[config.mk]
export PLATFORM = sky130hd
export DESIGN_NAME = avc_config_record_to_annexb_core
export DESIGN_NICKNAME = d
export VERILOG_FILES = /design/src/rtl/avcc_pkg.sv /design/src/rtl/avc_config_record_to_annexb_core.sv
export SDC_FILE = /design/constraint.sdc
export NUM_CORES = 1
export LEC_CHECK = 0
export BUFFER_PORTS_ARGS = -buffer_cell sky130_fd_sc_hd__buf_2
export CAP_MARGIN = 5
export CELL_PAD_IN_SITES_DETAIL_PLACEMENT = 1
export CELL_PAD_IN_SITES_GLOBAL_PLACEMENT = 1
export CORE_ASPECT_RATIO = 1.4
export CORE_MARGIN = 2
export CORE_UTILIZATION = 47
export DETAILED_ROUTE_END_ITERATION = 8
export PLACE_DENSITY = 0.78
export SLEW_MARGIN = 20
export SYNTH_ARGS = -nofsm -noshare
export SYNTH_HDL_FRONTEND = slang
export SYNTH_SLANG_ARGS = --single-unit
[constraint.sdc]
create_clock -name clk_i -period 8.1 [get_ports clk_i]
set_input_delay 1.215 -clock clk_i [delete_from_list [all_inputs] [get_ports clk_i]]
set_output_delay 1.215 -clock clk_i [all_outputs]
set_load 0.1 [all_outputs]
[src/rtl/avcc_pkg.sv]
// ----------------------------------------------------------------------------
// AVC configuration record parser package
// Result kinds, burst types and the Annex B start code.
// ----------------------------------------------------------------------------
package avcc_pkg;

  localparam logic [1:0] KIND_HDR = 2'd0;
  localparam logic [1:0] KIND_SET = 2'd1;
  localparam logic [1:0] KIND_ERR = 2'd2;

  // Index 0 is the first byte sent.
  localparam logic [3:0][7:0] START_CODE = {8'h01, 8'h00, 8'h00, 8'h00};

  typedef enum logic [1:0] {
    BURST_HDR,
    BURST_SC,
    BURST_DATA,
    BURST_ERR
  } burst_e;

endpackage

[src/rtl/avc_config_record_to_annexb_core.sv]
// ----------------------------------------------------------------------------
// AVC configuration record to Annex B converter
// Parses a decoder configuration record byte by byte, reports the header and
// emits each parameter set with a start code in front of it; a record that ends early gives an error result.
// ----------------------------------------------------------------------------
//  channel | signals                         | direction
//  --------+---------------------------------+----------
//  input   | in_valid_i, in_stall_o, payload | into block
//  output  | out_valid_o, out_stall_i, fields| from block
//
// Each byte updates the parse state in the cycle it is accepted. Its results
// are loaded into one output burst register and leave one per cycle while
// out_stall_i is low. Every byte waits while an earlier burst still has more
// than its final result to deliver; the final result and the next byte pass
// in the same cycle. The low length byte gives four or five results, and the
// byte after it is held until the last of them is taken. Reset (rst_ni low)
// returns to the first header byte and drops any pending burst; no clearing
// pass is needed.
module avc_config_record_to_annexb_core
  import avcc_pkg::*;
(
  input  logic       clk_i,
  input  logic       rst_ni,
  input  logic       in_valid_i,
  output logic       in_stall_o,
  input  logic [7:0] in_byte_i,
  input  logic       last_in_i,
  output logic       out_valid_o,
  input  logic       out_stall_i,
  output logic [1:0] kind_o,
  output logic [7:0] data_byte_o,
  output logic       set_type_o,
  output logic [7:0] set_index_o,
  output logic       first_of_set_o,
  output logic       last_of_set_o,
  output logic       last_o,
  output logic [7:0] version_o,
  output logic [7:0] profile_o,
  output logic [7:0] compat_o,
  output logic [7:0] level_o,
  output logic [1:0] len_size_minus_one_o
);

  localparam logic [2:0] PH_HDR  = 3'd0;
  localparam logic [2:0] PH_SPSN = 3'd1;
  localparam logic [2:0] PH_LENH = 3'd2;
  localparam logic [2:0] PH_LENL = 3'd3;
  localparam logic [2:0] PH_DATA = 3'd4;
  localparam logic [2:0] PH_PPSN = 3'd5;
  localparam logic [2:0] PH_TAIL = 3'd6;

  // Parse state.
  logic [2:0]       phase_q, phase_d;
  logic [3:0][7:0]  hdr_q, hdr_d;
  logic [2:0]       hcnt_q, hcnt_d;
  logic [7:0]       sets_left_q, sets_left_d;
  logic [7:0]       set_num_q, set_num_d;
  logic [15:0]      bytes_left_q, bytes_left_d;
  logic [7:0]       len_hi_q, len_hi_d;
  logic             in_pps_q, in_pps_d;

  // Output burst.
  logic             bv_q;
  burst_e           burst_q, burst_d;
  logic [2:0]       cnt_q, cnt_d;
  logic [2:0]       pos_q;
  logic             err_q, err_d;
  logic [7:0]       byte_q, byte_d;
  logic             type_q, type_d;
  logic [7:0]       idx_q, idx_d;
  logic             lastset_q, lastset_d;
  logic [3:0][7:0]  hv_q;
  logic [1:0]       lsize_q, lsize_d;

  logic             in_acc, out_acc, burst_end, load;
  logic [2:0]       nbase;

  assign burst_end  = (pos_q == cnt_q - 3'd1);
  assign out_acc    = bv_q && !out_stall_i;
  assign in_stall_o = bv_q && !(out_acc && burst_end);
  assign in_acc     = in_valid_i && !in_stall_o;
  assign load       = in_acc && ((nbase != 3'd0) || err_d);

  always_comb begin
    logic [7:0]  sl_dec;
    logic [15:0] bl_new;
    phase_d      = phase_q;
    hdr_d        = hdr_q;
    hcnt_d       = hcnt_q;
    sets_left_d  = sets_left_q;
    set_num_d    = set_num_q;
    bytes_left_d = bytes_left_q;
    len_hi_d     = len_hi_q;
    in_pps_d     = in_pps_q;
    nbase        = 3'd0;
    burst_d      = BURST_ERR;
    byte_d       = in_byte_i;
    type_d       = in_pps_q;
    idx_d        = set_num_q;
    lastset_d    = 1'b0;
    lsize_d      = in_byte_i[1:0];
    sl_dec       = sets_left_q - 8'd1;
    bl_new       = bytes_left_q - 16'd1;

    unique case (phase_q)
      PH_HDR: begin
        if (hcnt_q < 3'd4) begin
          hdr_d[hcnt_q[1:0]] = in_byte_i;
          hcnt_d             = hcnt_q + 3'd1;
        end else begin
          nbase   = 3'd1;
          burst_d = BURST_HDR;
          hcnt_d  = 3'd0;
          phase_d = PH_SPSN;
        end
      end
      PH_SPSN: begin
        in_pps_d    = 1'b0;
        sets_left_d = {3'd0, in_byte_i[4:0]};
        set_num_d   = 8'd0;
        phase_d     = (in_byte_i[4:0] != 5'd0) ? PH_LENH : PH_PPSN;
      end
      PH_LENH: begin
        len_hi_d = in_byte_i;
        phase_d  = PH_LENL;
      end
      PH_LENL: begin
        bytes_left_d = {len_hi_q, in_byte_i};
        nbase        = 3'd4;
        burst_d      = BURST_SC;
        lastset_d    = ({len_hi_q, in_byte_i} == 16'd0);
        if (lastset_d) begin
          sets_left_d = sl_dec;
          set_num_d   = set_num_q + 8'd1;
          phase_d     = (sl_dec != 8'd0) ? PH_LENH : (in_pps_q ? PH_TAIL : PH_PPSN);
        end else begin
          phase_d = PH_DATA;
        end
      end
      PH_DATA: begin
        bytes_left_d = bl_new;
        nbase        = 3'd1;
        burst_d      = BURST_DATA;
        lastset_d    = (bl_new == 16'd0);
        if (lastset_d) begin
          sets_left_d = sl_dec;
          set_num_d   = set_num_q + 8'd1;
          phase_d     = (sl_dec != 8'd0) ? PH_LENH : (in_pps_q ? PH_TAIL : PH_PPSN);
        end
      end
      PH_PPSN: begin
        in_pps_d    = 1'b1;
        sets_left_d = in_byte_i;
        set_num_d   = 8'd0;
        phase_d     = (in_byte_i != 8'd0) ? PH_LENH : PH_TAIL;
      end
      default: begin
        phase_d = PH_TAIL;
      end
    endcase

    err_d = last_in_i && (phase_d != PH_TAIL);
    cnt_d = nbase + {2'd0, err_d};

    // The end of a record puts the parse state, apart from the header bytes, back to its start.
    if (last_in_i) begin
      phase_d      = PH_HDR;
      hcnt_d       = 3'd0;
      sets_left_d  = 8'd0;
      set_num_d    = 8'd0;
      bytes_left_d = 16'd0;
      len_hi_d     = 8'd0;
      in_pps_d     = 1'b0;
    end
  end

  always_ff @(posedge clk_i or negedge rst_ni) begin
    if (!rst_ni) begin
      phase_q      <= PH_HDR;
      hcnt_q       <= 3'd0;
      sets_left_q  <= 8'd0;
      set_num_q    <= 8'd0;
      bytes_left_q <= 16'd0;
      len_hi_q     <= 8'd0;
      in_pps_q     <= 1'b0;
      bv_q         <= 1'b0;
      pos_q        <= 3'd0;
    end else begin
      if (in_acc) begin
        phase_q      <= phase_d;
        hcnt_q       <= hcnt_d;
        sets_left_q  <= sets_left_d;
        set_num_q    <= set_num_d;
        bytes_left_q <= bytes_left_d;
        len_hi_q     <= len_hi_d;
        in_pps_q     <= in_pps_d;
      end
      if (load) begin
        bv_q  <= 1'b1;
        pos_q <= 3'd0;
      end else if (out_acc) begin
        if (burst_end) begin
          bv_q <= 1'b0;
        end else begin
          pos_q <= pos_q + 3'd1;
        end
      end
    end
  end

  // Header bytes and burst payload carry no reset.
  always_ff @(posedge clk_i) begin
    if (in_acc) begin
      hdr_q <= hdr_d;
    end
    if (load) begin
      burst_q   <= burst_d;
      cnt_q     <= cnt_d;
      err_q     <= err_d;
      byte_q    <= byte_d;
      type_q    <= type_d;
      idx_q     <= idx_d;
      lastset_q <= lastset_d;
      hv_q      <= hdr_q;
      lsize_q   <= lsize_d;
    end
  end

  assign out_valid_o = bv_q;

  always_comb begin
    kind_o               = KIND_ERR;
    data_byte_o          = 8'd0;
    set_type_o           = 1'b0;
    set_index_o          = 8'd0;
    first_of_set_o       = 1'b0;
    last_of_set_o        = 1'b0;
    last_o               = burst_end;
    version_o            = 8'd0;
    profile_o            = 8'd0;
    compat_o             = 8'd0;
    level_o              = 8'd0;
    len_size_minus_one_o = 2'd0;
    // A trailing error result takes the last slot of the burst.
    if (!(err_q && burst_end)) begin
      unique case (burst_q)
        BURST_HDR: begin
          kind_o               = KIND_HDR;
          version_o            = hv_q[0];
          profile_o            = hv_q[1];
          compat_o             = hv_q[2];
          level_o              = hv_q[3];
          len_size_minus_one_o = lsize_q;
        end
        BURST_SC: begin
          kind_o         = KIND_SET;
          data_byte_o    = START_CODE[pos_q[1:0]];
          set_type_o     = type_q;
          set_index_o    = idx_q;
          first_of_set_o = (pos_q == 3'd0);
          last_of_set_o  = lastset_q && (pos_q == 3'd3);
        end
        BURST_DATA: begin
          kind_o        = KIND_SET;
          data_byte_o   = byte_q;
          set_type_o    = type_q;
          set_index_o   = idx_q;
          last_of_set_o = lastset_q;
        end
        default: begin
          kind_o = KIND_ERR;
        end
      endcase
    end
  end

endmodule

==> results.tsv <==
metric	value	unit
final.period_utilization	53.2	%
rsz0062_at_grt	false	
diodes	0	
ys_async_sr_fraction	36.7	%
ys_ff_latch	139	
num-nets-final	674	
synth_seq_area_share	59.1	%
drt_iter0_drc	295	
post_cts_buffers	0	
worst_setup_path_start_kind	flop	
io_pins	71	
syn_nets	611	
antenna_found_initial	0	
overflow	0	
place_inst	809	
finClkSkew	0.0118	ns
place_worst_setup_slack	3.78	ns
drive_gt1_share	18.1	%
cp_max_fo	53	
outcome	completed	
r2r.worst_path.cells	10	
synth_enable_flop_cells	88	
endpoint_kind	primary output	
cts.htree.levels	4	
worstSkewPairLatency	0.43	ns
clock.fmax	232	MHz
cts.repair.resized	0	
synth_cells	580	
grt_util_met2	46.7	%
hold_path_class	reg2reg	
gp_congestion	0.842	
cts_sinks	139	
ir_drop	0.211	mV
tightest_slew	0.949	ns
wire_per_inst	21.5	µm
clock_path_buffers	2	
setup_viol	0	
period_minus_slack	4.31	ns
hold_viol_final	0	
wirelength	18.0	mm
grt.busiest_layer	met2	
drv_slew	0	
row_count	51	
antenna_left	0	
syn2layout_area_growth	16.2	%
root_buffer	clkbuf_16	
fp.dieH	145	µm
cp-endpoint	set_index_o[6]	
io_buffers	70	
avgSynthCellArea	11.4	µm²
grtUsageMet3	4.06	%
synth_ff_type	edfxtp_1	
leakage	3.36	nW
dr_total_vias	5009	
hpwl	12.1	mm
grt_pass1_vias	5221	
crit_type	reg2out	
yosys_warnings	0	
layout_setup_ws	3.79	ns
cts_tree	yes	
hold_buffers	0	
setup_tns	0	ns
core-area	0.0138	mm²
rr_endpoint	cnt_q[0]	
grt_pass1_wl	28.2	mm
first_pass_iters	5	
crit_start	cnt_q[0]	
grt_use_met1	26.1	%
synth_area	0.00663	mm²
cts_made_buffers	17	
maxCapViolations	0	
min_path_cells	0	
start_util	47.9	%
synth.distinct_cells	58	
path_clk_slew	0.06	ns
drc	0	
critPathArrivalTime	3.09	ns
required	6.88	ns
reg2reg_from	bytes_left_q[0]	
grt.total_usage	24.5	%
regToRegSetupSlack	4.22	ns
slew_headroom	36.2	%
via_per_inst	5.96	
dieArea	0.0151	mm²
grt_max_degree	57	
die_w	104	µm
p_per_area	380	mW/mm²
layout.cells.non_filler	841	
metrics by stage:
| step | power (mW) | utilization, % | hold WS, ns | cell area (µm²) |
|---|---|---|---|---|
| after floorplan | 1.89 | - | 0.400 | 6630 |
| after global placement | 2.10 | 51.4 | 0.403 | 7110 |
| after detailed placement | 2.16 | 51.4 | 0.406 | 7120 |
| after CTS | 2.94 | 55.6 | 0.418 | 7700 |
| after global routing | 3.08 | 55.6 | 0.428 | 7700 |
| final | 2.92 | 55.6 | 0.416 | 7700 |
sequential cells by signal, summed over array words and instances, names as in the netlist, 2 cells and up:
name / cells
pos_q: 3
phase_q: 3
cnt_q: 3
bytes_left_q: 16
len_hi_q: 8
hdr_q: 32
idx_d: 8
byte_q: 8
hv_q: 32
idx_q: 8
burst_q: 2
hcnt_q: 3
sets_left_q: 8
cell type report:
class / count / area (µm²)
clock inverters: 14 / 145
clock buffers: 18 / 439
inverters: 24 / 90.1
multi-input cells: 387 / 2500
well taps: 185 / 231
fillers: 1472 / 6140
repair buffers: 74 / 380
flip-flops and latches: 139 / 3920
power breakdown:
part	leakage [nW]	switching, mW	total (mW)	internal, mW
registers	1.48	0.125	1.01	0.889
logic	1.60	0.807	1.14	0.336
clock network	0.279	0.327	0.768	0.442
total	3.36	1.26	2.92	1.67
critical path, stage by stage (launching register included):
cell and delay (ns):
edfxtp_1 0.40, inv_1 0.08, ha_1 0.14, xor3_1 0.41
nor3_1 0.41, nand2_2 0.51, and3_1 0.40, buf_2 0.30
cells in the mapped netlist (14+ instances only):
cell type | count | area share (%)
edfxtp_1 | 88 | 40
and3_1 | 63 | 5.9
dfrtp_1 | 51 | 19
nor2_1 | 47 | 2.7
o21ai_0 | 40 | 3.0
a21oi_1 | 32 | 2.4
nand2_1 | 28 | 1.6
clkbuf_1 | 25 | 1.4
inv_1 | 24 | 1.4
ha_1 | 18 | 3.4
a22o_1 | 17 | 2.2
nor3_1 | 16 | 1.2
o2bb2ai_1 | 14 | 1.8
cells by family (layout without fill, tap and decap cells):
family / Yosys count / in the layout / share of synthesized area (%)
simple gates: 209 / 209 / 17.0
compound gates: 149 / 149 / 15.3
flops: 139 / 139 / 59.1
buf+inv: 54 / 130 / 3.40
fa+ha+maj: 18 / 18 / 3.40
xor+xnor: 8 / 8 / 1.28
mux: 3 / 3 / 0.528
cell usage in the layout, fill, tap and decap left out, types with 5 or more instances in the layout:
cell | Yosys | layout
o2bb2ai_1 | 14 | 14
nor4_1 | 10 | 10
o21ai_0 | 40 | 40
edfxtp_1 | 88 | 88
nand2_1 | 28 | 27
nor3b_1 | 5 | 5
a22o_1 | 17 | 17
clkbuf_16 | 0 | 17
xnor2_1 | 6 | 6
and3_1 | 63 | 63
nand3_1 | 9 | 9
inv_6 | 0 | 7
or3_1 | 5 | 5
a21oi_1 | 32 | 32
buf_2 | 0 | 70
inv_1 | 24 | 24
ha_1 | 18 | 18
dfrtp_1 | 51 | 51
nor3_1 | 16 | 15
a22oi_1 | 5 | 5
nor2_1 | 47 | 47
how the worst min path moves through the flow:
stage	startpoint	endpoint	slack, ns
2_1_floorplan	hdr_q[0]	hv_q[0]	0.40
3_3_place_gp	hdr_q[24]	hv_q[24]	0.40
3_5_place_dp	hdr_q[19]	hv_q[19]	0.41
4_1_cts	hdr_q[9]	hv_q[9]	0.42
5_1_grt	hdr_q[31]	hv_q[31]	0.43
6_report	hdr_q[9]	hv_q[9]	0.42
layer usage:
metal	routed length, µm	part of all wire, %	vias to the layer above
met4	615	3.4	0
met2	9770	54	155
met1	7070	39	2495
met3	583	3.2	42
li1	-	-	2317
met5	0	0	-
(Power assumes the default switching activity.)
